## src/rtl/vftc_pkg.sv

```systemverilog
// Shared constants, types and helper functions for the vertical fade block.
// Used by every module of the block; depends on nothing.
package vftc_pkg;

    // Largest fade span in rows, and the widths that follow from it.
    localparam int MAX_FADE_SPAN = 4096;
    localparam int CH_W          = 8;
    localparam int CFG_W         = 13;
    localparam int SPAN_W        = $clog2(MAX_FADE_SPAN) + 1;
    localparam int POS_W         = SPAN_W + 1;
    localparam int POS_LO        = -2 * MAX_FADE_SPAN;
    localparam int POS_HI        = 2 * MAX_FADE_SPAN - 1;

    // Divider geometry: the product magnitude is retired a few bits per cycle.
    localparam int MAG_W      = CH_W + POS_W;
    localparam int RADIX_BITS = 3;
    localparam int DIV_CYC    = (MAG_W + RADIX_BITS - 1) / RADIX_BITS;
    localparam int NUM_W      = DIV_CYC * RADIX_BITS;
    localparam int CNT_W      = (DIV_CYC > 1) ? $clog2(DIV_CYC) : 1;
    localparam int N_LANES    = 4;

    // Configuration register indexes.
    localparam int IDX_W = 3;
    typedef logic [IDX_W-1:0] t_cfg_idx;
    localparam t_cfg_idx REG_BG_RED      = 3'd0;
    localparam t_cfg_idx REG_BG_GREEN    = 3'd1;
    localparam t_cfg_idx REG_BG_BLUE     = 3'd2;
    localparam t_cfg_idx REG_BG_ALPHA    = 3'd3;
    localparam t_cfg_idx REG_OPACITY     = 3'd4;
    localparam t_cfg_idx REG_FADE_RANGE  = 3'd5;
    localparam t_cfg_idx REG_FADE_OFFSET = 3'd6;
    localparam t_cfg_idx REG_FADE_DOWN   = 3'd7;

    typedef logic [CH_W-1:0] t_chan;

    // Premultiplied background colour.
    typedef struct packed {
        t_chan red;
        t_chan green;
        t_chan blue;
        t_chan alpha;
    } t_bg;

    // Sequencer commands to the background unit.
    typedef struct packed {
        logic load_alpha;
        logic load_colour;
    } t_bg_ctrl;

    // Sequencer commands to the channel lanes.
    typedef struct packed {
        logic load;
        logic step;
    } t_lane_ctrl;

    // Truncating division by 255 for values up to 255 * 255.
    function automatic t_chan div255(input logic [2*CH_W-1:0] x);
        logic [2*CH_W+1:0] t;
        t = {2'b00, x} + 18'(x >> CH_W) + 18'd1;
        return t_chan'(t >> CH_W);
    endfunction

    // Range register as used by the ramp: zero reads as one, clipped to the span.
    function automatic logic [SPAN_W-1:0] eff_range(input logic [CFG_W-1:0] raw);
        logic [SPAN_W-1:0] r;
        if (raw == '0) begin
            r = SPAN_W'(1);
        end else if (32'(raw) > 32'(MAX_FADE_SPAN)) begin
            r = SPAN_W'(MAX_FADE_SPAN);
        end else begin
            r = SPAN_W'(raw);
        end
        return r;
    endfunction

endpackage

```

## src/rtl/vftc_bg.sv

```systemverilog
// Background colour unit: scales the alpha by the opacity, then premultiplies.
// Depends on vftc_pkg; driven by the sequencer in the top level.
module vftc_bg (
    input  logic                  i_clk,
    input  vftc_pkg::t_bg_ctrl    i_ctrl,
    input  vftc_pkg::t_chan       i_bg_red,
    input  vftc_pkg::t_chan       i_bg_green,
    input  vftc_pkg::t_chan       i_bg_blue,
    input  vftc_pkg::t_chan       i_bg_alpha,
    input  vftc_pkg::t_chan       i_opacity,
    output vftc_pkg::t_bg         o_bg
);

    vftc_pkg::t_chan r_alpha;
    vftc_pkg::t_bg   r_bg;

    // First step: effective background alpha.
    always_ff @(posedge i_clk) begin
        if (i_ctrl.load_alpha) begin
            r_alpha <= vftc_pkg::div255(16'(i_bg_alpha) * 16'(i_opacity));
        end
    end

    // Second step: each colour channel scaled by that alpha.
    always_ff @(posedge i_clk) begin
        if (i_ctrl.load_colour) begin
            r_bg.red   <= vftc_pkg::div255(16'(i_bg_red) * 16'(r_alpha));
            r_bg.green <= vftc_pkg::div255(16'(i_bg_green) * 16'(r_alpha));
            r_bg.blue  <= vftc_pkg::div255(16'(i_bg_blue) * 16'(r_alpha));
            r_bg.alpha <= r_alpha;
        end
    end

    assign o_bg = r_bg;

endmodule

```

## src/rtl/vftc_lane.sv

```systemverilog
// One channel lane: multiplies the difference by the position, then divides
// by the range a few bits per cycle. Depends on vftc_pkg.
module vftc_lane (
    input  logic                         i_clk,
    input  vftc_pkg::t_lane_ctrl         i_ctrl,
    input  vftc_pkg::t_chan              i_pix,
    input  vftc_pkg::t_chan              i_bg,
    input  logic signed [vftc_pkg::POS_W-1:0] i_pos,
    input  logic [vftc_pkg::SPAN_W-1:0]  i_range,
    output vftc_pkg::t_chan              o_result
);

    logic [vftc_pkg::NUM_W-1:0]  r_num;
    logic [vftc_pkg::SPAN_W-1:0] r_rem;
    logic                        r_neg;
    vftc_pkg::t_chan             r_bg;

    logic signed [vftc_pkg::CH_W:0]   diff;
    logic [vftc_pkg::CH_W-1:0]        mag_d;
    logic [vftc_pkg::POS_W-1:0]       mag_p;
    logic [vftc_pkg::MAG_W-1:0]       product;
    logic [vftc_pkg::NUM_W-1:0]       n_num;
    logic [vftc_pkg::SPAN_W-1:0]      n_rem;
    logic [vftc_pkg::SPAN_W:0]        rem_sh;
    vftc_pkg::t_chan                  quo;

    // Signed product taken apart into magnitude and sign.
    always_comb begin
        diff    = $signed({1'b0, i_pix}) - $signed({1'b0, i_bg});
        mag_d   = diff[vftc_pkg::CH_W] ? vftc_pkg::CH_W'(-diff) : diff[vftc_pkg::CH_W-1:0];
        mag_p   = i_pos[vftc_pkg::POS_W-1] ? vftc_pkg::POS_W'(-i_pos)
                                           : vftc_pkg::POS_W'(i_pos);
        product = vftc_pkg::MAG_W'(mag_d * mag_p);
    end

    // Restoring division steps: quotient bits shift in at the bottom.
    always_comb begin
        n_num  = r_num;
        n_rem  = r_rem;
        rem_sh = '0;
        for (int k = 0; k < vftc_pkg::RADIX_BITS; k++) begin
            rem_sh = {n_rem, n_num[vftc_pkg::NUM_W-1]};
            n_num  = {n_num[vftc_pkg::NUM_W-2:0], 1'b0};
            if (rem_sh >= {1'b0, i_range}) begin
                rem_sh   = rem_sh - {1'b0, i_range};
                n_num[0] = 1'b1;
            end
            n_rem = rem_sh[vftc_pkg::SPAN_W-1:0];
        end
    end

    // Load the magnitude on request, then iterate.
    always_ff @(posedge i_clk) begin
        if (i_ctrl.load) begin
            r_num <= vftc_pkg::NUM_W'(product);
            r_rem <= '0;
            r_neg <= diff[vftc_pkg::CH_W] ^ i_pos[vftc_pkg::POS_W-1];
            r_bg  <= i_bg;
        end else if (i_ctrl.step) begin
            r_num <= n_num;
            r_rem <= n_rem;
        end
    end

    // Truncation toward zero, then the background is added back; low bits only.
    always_comb begin
        quo      = r_neg ? vftc_pkg::CH_W'(-r_num[vftc_pkg::CH_W-1:0])
                         : r_num[vftc_pkg::CH_W-1:0];
        o_result = vftc_pkg::CH_W'(quo + r_bg);
    end

endmodule

```

## src/rtl/vertical_fade_to_color.sv

```systemverilog
// Vertical fade of an RGBA pixel stream toward a premultiplied background colour.
// Each pixel is taken in the idle state, then runs through the alpha, colour,
// multiply, divide and finish states; the input stalls until the result is
// registered. Each of the four lanes has its own three-bits-per-cycle divider.
// Reset (synchronous, active low) restores the register defaults and position 0.
module vertical_fade_to_color (
    input  logic                          i_clk,
    input  logic                          i_rst_n,
    input  logic                          i_cfg_we,
    input  vftc_pkg::t_cfg_idx            i_cfg_index,
    input  logic [vftc_pkg::CFG_W-1:0]    i_cfg_data,
    input  logic                          i_in_valid,
    output logic                          o_in_stall,
    input  vftc_pkg::t_chan               i_pix_red,
    input  vftc_pkg::t_chan               i_pix_green,
    input  vftc_pkg::t_chan               i_pix_blue,
    input  vftc_pkg::t_chan               i_pix_alpha,
    input  logic                          i_row_end,
    output logic                          o_out_valid,
    input  logic                          i_out_stall,
    output vftc_pkg::t_chan               o_out_red,
    output vftc_pkg::t_chan               o_out_green,
    output vftc_pkg::t_chan               o_out_blue,
    output vftc_pkg::t_chan               o_out_alpha,
    output logic                          o_out_row_end
);

    localparam logic [2:0] ST_IDLE   = 3'd0;
    localparam logic [2:0] ST_ALPHA  = 3'd1;
    localparam logic [2:0] ST_COLOUR = 3'd2;
    localparam logic [2:0] ST_MUL    = 3'd3;
    localparam logic [2:0] ST_DIV    = 3'd4;
    localparam logic [2:0] ST_FIN    = 3'd5;

    // Configuration registers.
    vftc_pkg::t_chan                r_bg_red, r_bg_green, r_bg_blue, r_bg_alpha, r_opacity;
    logic [vftc_pkg::CFG_W-1:0]     r_fade_range, r_fade_offset;
    logic                           r_fade_down;
    logic [vftc_pkg::CFG_W-1:0]     n_fade_range, n_fade_offset;
    logic                           n_fade_down;

    // Ramp position, and the copy used by the pixel at work.
    logic signed [vftc_pkg::POS_W-1:0] r_pos, n_pos, r_item_pos;
    logic [vftc_pkg::SPAN_W-1:0]       r_item_range;

    // Sequencer and captured pixel.
    logic [2:0]                  r_state, n_state;
    logic [vftc_pkg::CNT_W-1:0]  r_cnt;
    vftc_pkg::t_chan             r_pix [vftc_pkg::N_LANES];
    logic                        r_row_end;

    // Output register.
    logic            r_out_valid, r_out_row_end;
    vftc_pkg::t_chan r_out [vftc_pkg::N_LANES];

    logic                 in_take, out_free;
    int                   reload;
    vftc_pkg::t_bg_ctrl   bg_ctrl;
    vftc_pkg::t_lane_ctrl lane_ctrl;
    vftc_pkg::t_bg        bg;
    vftc_pkg::t_chan      bg_chan [vftc_pkg::N_LANES];
    vftc_pkg::t_chan      result  [vftc_pkg::N_LANES];

    assign o_in_stall = (r_state != ST_IDLE);
    assign in_take    = i_in_valid && (r_state == ST_IDLE);
    assign out_free   = !r_out_valid || !i_out_stall;

    // Register values after this cycle's write, used for the ramp reload.
    always_comb begin
        n_fade_range  = r_fade_range;
        n_fade_offset = r_fade_offset;
        n_fade_down   = r_fade_down;
        if (i_cfg_we) begin
            case (i_cfg_index)
                vftc_pkg::REG_FADE_RANGE:  n_fade_range  = i_cfg_data;
                vftc_pkg::REG_FADE_OFFSET: n_fade_offset = i_cfg_data;
                vftc_pkg::REG_FADE_DOWN:   n_fade_down   = i_cfg_data[0];
                default: ;
            endcase
        end
    end

    // Next position: a reload on a ramp write, otherwise a saturating row step.
    always_comb begin
        reload = n_fade_down ? int'(vftc_pkg::eff_range(n_fade_range)) - int'(n_fade_offset)
                             : int'(n_fade_offset);
        if (reload < vftc_pkg::POS_LO) begin
            reload = vftc_pkg::POS_LO;
        end else if (reload > vftc_pkg::POS_HI) begin
            reload = vftc_pkg::POS_HI;
        end
        n_pos = r_pos;
        if (i_cfg_we && (i_cfg_index == vftc_pkg::REG_FADE_RANGE ||
                         i_cfg_index == vftc_pkg::REG_FADE_OFFSET ||
                         i_cfg_index == vftc_pkg::REG_FADE_DOWN)) begin
            n_pos = vftc_pkg::POS_W'(reload);
        end else if (in_take && i_row_end) begin
            if (r_fade_down) begin
                if (int'(r_pos) > vftc_pkg::POS_LO) begin
                    n_pos = r_pos - vftc_pkg::POS_W'(1);
                end
            end else begin
                if (int'(r_pos) < vftc_pkg::POS_HI) begin
                    n_pos = r_pos + vftc_pkg::POS_W'(1);
                end
            end
        end
    end

    // Configuration and position registers.
    always_ff @(posedge i_clk) begin
        if (!i_rst_n) begin
            r_bg_red      <= '0;
            r_bg_green    <= '0;
            r_bg_blue     <= '0;
            r_bg_alpha    <= 8'd255;
            r_opacity     <= 8'd255;
            r_fade_range  <= vftc_pkg::CFG_W'(1);
            r_fade_offset <= '0;
            r_fade_down   <= 1'b0;
            r_pos         <= '0;
        end else begin
            if (i_cfg_we) begin
                case (i_cfg_index)
                    vftc_pkg::REG_BG_RED:   r_bg_red   <= i_cfg_data[7:0];
                    vftc_pkg::REG_BG_GREEN: r_bg_green <= i_cfg_data[7:0];
                    vftc_pkg::REG_BG_BLUE:  r_bg_blue  <= i_cfg_data[7:0];
                    vftc_pkg::REG_BG_ALPHA: r_bg_alpha <= i_cfg_data[7:0];
                    vftc_pkg::REG_OPACITY:  r_opacity  <= i_cfg_data[7:0];
                    default: ;
                endcase
            end
            r_fade_range  <= n_fade_range;
            r_fade_offset <= n_fade_offset;
            r_fade_down   <= n_fade_down;
            r_pos         <= n_pos;
        end
    end

    // Sequencer: one pixel at a time through setup, multiply and divide.
    always_comb begin
        n_state = r_state;
        case (r_state)
            ST_IDLE:   if (i_in_valid) n_state = ST_ALPHA;
            ST_ALPHA:  n_state = ST_COLOUR;
            ST_COLOUR: n_state = ST_MUL;
            ST_MUL:    n_state = ST_DIV;
            ST_DIV:    if (r_cnt == vftc_pkg::CNT_W'(vftc_pkg::DIV_CYC - 1)) n_state = ST_FIN;
            ST_FIN:    if (out_free) n_state = ST_IDLE;
            default:   n_state = ST_IDLE;
        endcase
    end

    always_ff @(posedge i_clk) begin
        if (!i_rst_n) begin
            r_state <= ST_IDLE;
            r_cnt   <= '0;
        end else begin
            r_state <= n_state;
            if (r_state == ST_DIV) begin
                r_cnt <= r_cnt + vftc_pkg::CNT_W'(1);
            end else begin
                r_cnt <= '0;
            end
        end
    end

    // Capture the pixel, its flag and the ramp values it sees.
    always_ff @(posedge i_clk) begin
        if (in_take) begin
            r_pix[0]     <= i_pix_red;
            r_pix[1]     <= i_pix_green;
            r_pix[2]     <= i_pix_blue;
            r_pix[3]     <= i_pix_alpha;
            r_row_end    <= i_row_end;
            r_item_pos   <= r_pos;
            r_item_range <= vftc_pkg::eff_range(r_fade_range);
        end
    end

    assign bg_ctrl.load_alpha  = (r_state == ST_ALPHA);
    assign bg_ctrl.load_colour = (r_state == ST_COLOUR);
    assign lane_ctrl.load      = (r_state == ST_MUL);
    assign lane_ctrl.step      = (r_state == ST_DIV);

    vftc_bg u_bg (
        .i_clk      (i_clk),
        .i_ctrl     (bg_ctrl),
        .i_bg_red   (r_bg_red),
        .i_bg_green (r_bg_green),
        .i_bg_blue  (r_bg_blue),
        .i_bg_alpha (r_bg_alpha),
        .i_opacity  (r_opacity),
        .o_bg       (bg)
    );

    assign bg_chan[0] = bg.red;
    assign bg_chan[1] = bg.green;
    assign bg_chan[2] = bg.blue;
    assign bg_chan[3] = bg.alpha;

    // Four channel lanes working side by side.
    for (genvar g = 0; g < vftc_pkg::N_LANES; g++) begin : g_lane
        vftc_lane u_lane (
            .i_clk    (i_clk),
            .i_ctrl   (lane_ctrl),
            .i_pix    (r_pix[g]),
            .i_bg     (bg_chan[g]),
            .i_pos    (r_item_pos),
            .i_range  (r_item_range),
            .o_result (result[g])
        );
    end

    // Merge the lane results into the output register.
    always_ff @(posedge i_clk) begin
        if (!i_rst_n) begin
            r_out_valid <= 1'b0;
        end else if (r_state == ST_FIN && out_free) begin
            r_out_valid <= 1'b1;
        end else if (!i_out_stall) begin
            r_out_valid <= 1'b0;
        end
    end

    always_ff @(posedge i_clk) begin
        if (r_state == ST_FIN && out_free) begin
            for (int k = 0; k < vftc_pkg::N_LANES; k++) begin
                r_out[k] <= result[k];
            end
            r_out_row_end <= r_row_end;
        end
    end

    assign o_out_valid   = r_out_valid;
    assign o_out_red     = r_out[0];
    assign o_out_green   = r_out[1];
    assign o_out_blue    = r_out[2];
    assign o_out_alpha   = r_out[3];
    assign o_out_row_end = r_out_row_end;

endmodule

```

## config.mk

```make
export PLATFORM = sky130hd
export DESIGN_NAME = vertical_fade_to_color
export DESIGN_NICKNAME = d
export VERILOG_FILES = /design/src/rtl/vftc_pkg.sv /design/src/rtl/vftc_bg.sv /design/src/rtl/vftc_lane.sv /design/src/rtl/vertical_fade_to_color.sv
export SDC_FILE = /design/constraint.sdc
export NUM_CORES = 2
export LEC_CHECK = 0
export ABC_CLOCK_PERIOD_IN_PS = 9600
export BUFFER_PORTS_ARGS = -buffer_cell sky130_fd_sc_hd__buf_2
export CAP_MARGIN = 10
export CORE_MARGIN = 1
export CORE_UTILIZATION = 60
export CTS_CLUSTER_SIZE = 24
export DETAILED_ROUTE_END_ITERATION = 16
export PLACE_DENSITY = 0.77
export SLEW_MARGIN = 25
export SYNTH_ARGS = -nofsm -noshare
export SYNTH_HDL_FRONTEND = slang
export SYNTH_HIERARCHICAL = 1
export SYNTH_SLANG_ARGS = --single-unit
```

## constraint.sdc

```tcl
create_clock -name i_clk -period 9.6 [get_ports i_clk]
set_input_delay 0.48 -clock i_clk [delete_from_list [all_inputs] [get_ports i_clk]]
set_output_delay 0.48 -clock i_clk [all_outputs]
set_load 0.02 [all_outputs]
```

# After elaboration in Yosys (flattened, before gate mapping)
# Memories as Yosys holds them, arrays and structs flattened.
# Cells that the tools add are included.
# classes
n_mux,68
mul,8
n_addsub,41
bitwise,4
reduce_logical,26
eq_ne,18
magnitude_cmp,18
# ops
op,count
$mux W13,19
$mux W22,8
$ge A14 B13 Y1,12
$sub A13 B13 Y13,12
$mux W14,8
$mul A8 B14 Y22,4
$add A16 B1 Y16 const B,4
$add A16 B8 Y16,4
$mul A8 B8 Y16,4
$mux W8,8
$neg A8 Y8,8
$sub A8 B8 Y9,4
$add A8 B8 Y8,4
$gt A32 B14 Y1 const B,1
$lt A32 B14 Y1 const B,1
$mux W32,1
$gt A13 B13 Y1 const B,2
$logic_not A13 Y1,2
$eq A3 B3 Y1 const B,7
$mux W1,20
$pmux W3 S6,1
$add A14 B2 Y14 const B,1
$gt A14 B14 Y1 const B,1
$lt A14 B14 Y1 const B,1
20 further kinds,46
# totals
memories,2
out_inout_bits,35
mem_bits_rw,64
elab_cells,227
inputBits,54
register_bits,341
# mem_list
memory,depth,width,rd,rd_ports_with_merged_regs,write_ports,line_no,rtl
r_out,4,8,4,0,4,vertical_fade_to_color.sv:54,vftc_pkg::t_chan r_out [vftc_pkg::N_LANES];
r_pix,4,8,4,0,4,vertical_fade_to_color.sv:49,vftc_pkg::t_chan r_pix [vftc_pkg::N_LANES];

# Longest topological paths before layout
# logic_depth
ltp_word,12
ltp_mapped,32
mapped_depth_nobuf,31

# Cells and area by module
# The synthesis kept the hierarchy.
# modules_own_cells
mod,area_each_um2,cells_per_inst,n_inst,seq_area_each_um2
vftc_bg,11860.1,1333,1,1201.2
vftc_lane (g_lane[3].u_lane),8574.5,1012,1,1231.2
vftc_lane (g_lane[1].u_lane),8490.6,988,1,1231.2
vftc_lane (g_lane[0].u_lane),8438.1,986,1,1231.2
vftc_lane (g_lane[2].u_lane),8401.8,973,1,1231.2
vertical_fade_to_color,7811.2,729,1,4554.4

# Worst setup path before layout
# No wires, ideal clock.
# synth_timing
path_kind,register to register
from,reg r_item_range[1] in the netlist's numbering
to,reg g_lane[1].u_lane/r_rem[1] in the netlist's numbering
slack_ns,2.349
setup_ns,0.079
required_time_ns,9.521
period_less_slack_ns,7.251
path_stages_with_launch,28
arrival_time_ns,7.172
n_path_buf,2
cell_sequence,edfxtp_1 inv_1 fa_1 a21oi_1 o22ai_1 or3_1 a21oi_2 clkbuf_1 o21ai_0 ha_1 a21oi_2 a21oi_1 o41a_1 o41a_1 o22a_2 nor3_4 buf_8 mux2_4 ha_1 a211oi_1 nor2_1 o41ai_1 a21oi_1 o21ai_0 nand2b_1 a211oi_2 mux2_1 a211oi_2
# synth_via
elab_chain_cells,6
word_cells_on_any_way,9
cone_classes,3 x add/sub; 3 x order compare; 3 x mux
# synth_rtl
item,line_no,rtl
start: declaration,vertical_fade_to_color.sv:44,logic [vftc_pkg::SPAN_W-1:0] r_item_range;
start signal: assignment,vertical_fade_to_color.sv:177,r_item_range <= vftc_pkg::eff_range(r_fade_range);
$sub A13 B13 Y13 / $ge A14 B13 Y1 (equally long branches),"vftc_lane.sv:45, vftc_lane.sv:44",
$mux W13,vftc_lane.sv:44,"if (rem_sh >= {1'b0, i_range}) begin"
$ge A14 B13 Y1 / $sub A13 B13 Y13 (equally long branches),"vftc_lane.sv:44, vftc_lane.sv:45",
$mux W13,vftc_lane.sv:44,
$sub A13 B13 Y13 / $ge A14 B13 Y1 (equally long branches),"vftc_lane.sv:45, vftc_lane.sv:44",
$mux W13 (*),vftc_lane.sv:44,
end signal: assignment,vftc_lane.sv:61,r_rem <= n_rem;
end: declaration,vftc_lane.sv:14,logic [vftc_pkg::SPAN_W-1:0] r_rem;
# Mark *: on every way between the ends. The rest lies on a longest branch, timed or not.
# A chain may end at the register's enable or synchronous reset.

# Worst setup path in the final report
# layout_timing
from,reg r_item_range[0] in the netlist's numbering
to,reg g_lane[1].u_lane/r_rem[1] in the netlist's numbering
# Same word-level chain as after synthesis.

==> summary.md <==
| Metric | Value |
|---|---|
| H-tree levels | `2` |
| Post-Route Skew | `0.0230 ns` |
| Placed Instances | `7156` |
| FP Rows | `109` |
| RSZ-0062 raised after global routing | `false` |
| WP data required | `10.14 ns` |
| Worst Path Arrival | `8.96 ns` |
| Syn_nets | `7120` |
| Synthesized area | `0.0536 mm^2` |
| Final number of setup-violating endpoints | `0` |
| Cell count after synthesis | `6021` |
| DRT antenna net count | `0` |
| Synth top area cells | `fa_1, edfxtp_1, ha_1` |
| Tot GR Track Use | `0.307` |
| Final hold vios | `0` |
| DR DRC count | `0` |
| Worst-Margin Slew | `1.11 ns` |
| Post-CTS setup buffers | `0` |
| Core area | `0.0884 mm^2` |
| Die area | `0.0905 mm^2` |
| Peak Freq | `0.119 GHz` |
| Layout Nets | `7154` |
| Minimum clock period | `8.42 ns` |
| Die X | `301 um` |
| Placed wire-length estimate | `107000 um` |
| Critical Path Fanout Max | `17` |
| Via count | `43200` |
| Detailed Route WL | `137000 um` |
| Gr ovfl total | `0` |
| Crit. End Element | `flip-flop` |
| First-pass GRT wire length | `225000 um` |
| Crit share post-route | `0.877` |
| FF+latch area | `0.0107 mm^2` |
| Avg Inst Size Synth | `8.90 um^2` |
| Root Driver | `clkbuf_16` |
| Share of layout cells above drive strength 1 | `0.0874` |
| Max_cap viols | `0` |
| Post-Layout Cell Count | `7263` |
| Initial antenna violation count | `3` |
| Commonest cells post-synth | `inv_1, ha_1, nor2_1, fa_1, nand2_1` |
| EDFF count, synth | `257` |
| Largest net degree at the start of global routing | `152` |
| Cts bufs inserted | `49` |
| Ports | `89` |
| Vias in the first global route | `43100` |
| Post_cts resized | `0` |
| Number of DRC markers in iteration 0 | `3142` |
| Ys async rst share | `0` |
| Status | `completed` |
| Top cell type by total area after synthesis | `fa_1` |
| Input/output buffers | `88` |
| Distinct cells, synth | `121` |
| Relative slew slack | `0.239` |
| Vias/cell | `5.95` |
| Synth Register Bits | `405` |
| Main synth FF type | `edfxtp_1` |
| Final setup margin | `1.18 ns` |
| Area growth from synthesis to layout | `6.45%` |
| Pre-CTS setup slack | `1.25 ns` |
| CTS clk-pin slew, worst paths | `0.06 ns` |
| CTS tree | `yes` |
| Avg WL per Cell | `18.9 um` |
| Worst skew pair latency | `0.64 ns` |
| Yosys top cell area share | `0.170` |
| Max clock buf depth | `3` |
| Sequential fraction of the synthesis area | `0.199` |
| Hold WS | `0.0313 ns` |
| Setup_tns | `0 ns` |
| Initial Util | `0.606` |
| Placer Congestion | `0.946` |
| DRT Pass-1 Iters | `6` |
| Setup CP Type | `flip-flop to flip-flop` |
| Fill cell count | `7293` |
| Hold Crit Class | `primary input to flip-flop` |
| Slew Viols, Final | `0` |
| Count leader, synth | `inv_1` |
| Clock sinks | `405` |
| Ys Warns | `6` |
| Die extent in y | `301 um` |
| Worst setup SP type | `flip-flop` |
| Area taken by multi-input logic gates | `0.0393 mm^2` |
## through the flow
stage	area, um^2	util
after floorplan	53600	-
after global placement	55200	0.624
after detailed placement	55200	0.625
after CTS	57000	0.645
after global routing	57000	0.645
final	57000	0.645
## metal layers
| metal | up-vias | share of wire | track usage |
|---|---|---|---|
| met5 | - | 0.000095 | 0 |
| met4 | 2 | 0.036 | 0.107 |
| met3 | 253 | 0.069 | 0.0455 |
| met2 | 1356 | 0.46 | 0.505 |
| met1 | 20900 | 0.43 | 0.411 |
| li1 | 20600 | - | - |
## what timing repair did
| item | in CTS | in global routing |
|---|---|---|
| hold buffers | 13 | 0 |
| hold endpoints to repair | 13 | 0 |
| endpoints found under the setup margin | 0 | 0 |
## placed cells by master, fill, tap and decap left out, types with 148 or more instances in the layout
master / synthesis / routed
and2_1: 245 / 244
dfxtp_1: 148 / 148
nor2_1: 563 / 561
xnor2_1: 235 / 230
ha_1: 591 / 591
inv_1: 805 / 804
nand2_1: 348 / 348
a21oi_1: 335 / 334
o21ai_0: 179 / 179
fa_1: 454 / 454
edfxtp_1: 257 / 257
## flip-flops by register name, summed over array words and instances, names as in the netlist, 13 cells and up
name                 cells
g_lane.u_lane/r_rem     52
g_lane.u_lane/r_num     96
r_out                   32
r_pix                   32
r_fade_range            13
u_bg/o_bg               32
r_item_pos              14
r_pos                   14
r_fade_offset           13
r_item_range            13
g_lane.u_lane/r_bg      32
## path summary, 6_finish.rpt
kind	startpoint	end	slack (ns)	cells after the start
worst min-delay path	i_pix_green[0]	r_pix[1][0]	0.03	1
worst max-delay path	r_item_range[0]	g_lane[1].u_lane/r_rem[1]	1.18	26
worst max register to register	r_item_range[0]	g_lane[1].u_lane/r_rem[1]	1.18	26
worst min register to register	r_cnt[0]	r_cnt[0]	0.44	1
## kinds of logic after synthesis
group / after synthesis / share of synthesized area
AO/OA/AOI/OAI: 1137 / 0.144
XOR/XNOR: 367 / 0.0600
adder cells (fa/ha/maj): 1045 / 0.308
buffers and inverters: 967 / 0.0691
flip-flops: 405 / 0.199
multiplexers: 205 / 0.0416
AND/OR/NAND/NOR: 1895 / 0.179
## critical path, stage by stage, from the launching register on
cell and delay (ns):
edfxtp_1 0.70, ha_1 0.26, inv_1 0.06, fa_1 0.40
a21oi_1 0.21, o22ai_1 0.16, or3_1 0.44, a21oi_2 0.58
o21ai_0 0.27, ha_1 0.40, a21oi_2 0.20, a21oi_1 0.11
o41a_1 0.40, o41a_1 0.36, o22a_2 0.25, nor3_4 0.62
mux2_2 0.43, ha_1 0.34, nand4_1 0.14, a211oi_1 0.08
o41ai_1 0.46, a21oi_1 0.17, o21ai_0 0.20, nand2b_1 0.12
a211oi_2 0.40, mux2_1 0.37, a211oi_2 0.20
## cell type report
class                      count  share of cell area
tap                         1165              0.0256
clock inverter                28             0.00480
sequential                   405               0.187
multi-input combinational   4649               0.689
timing repair buffer         141              0.0157
antenna                        2           0.0000878
inverter                     809              0.0532
clock buffer                  64              0.0244
Power is left out: the tool's default activity adds up to more than one toggle a clock period on the data nets, which glitch-free logic cannot reach.
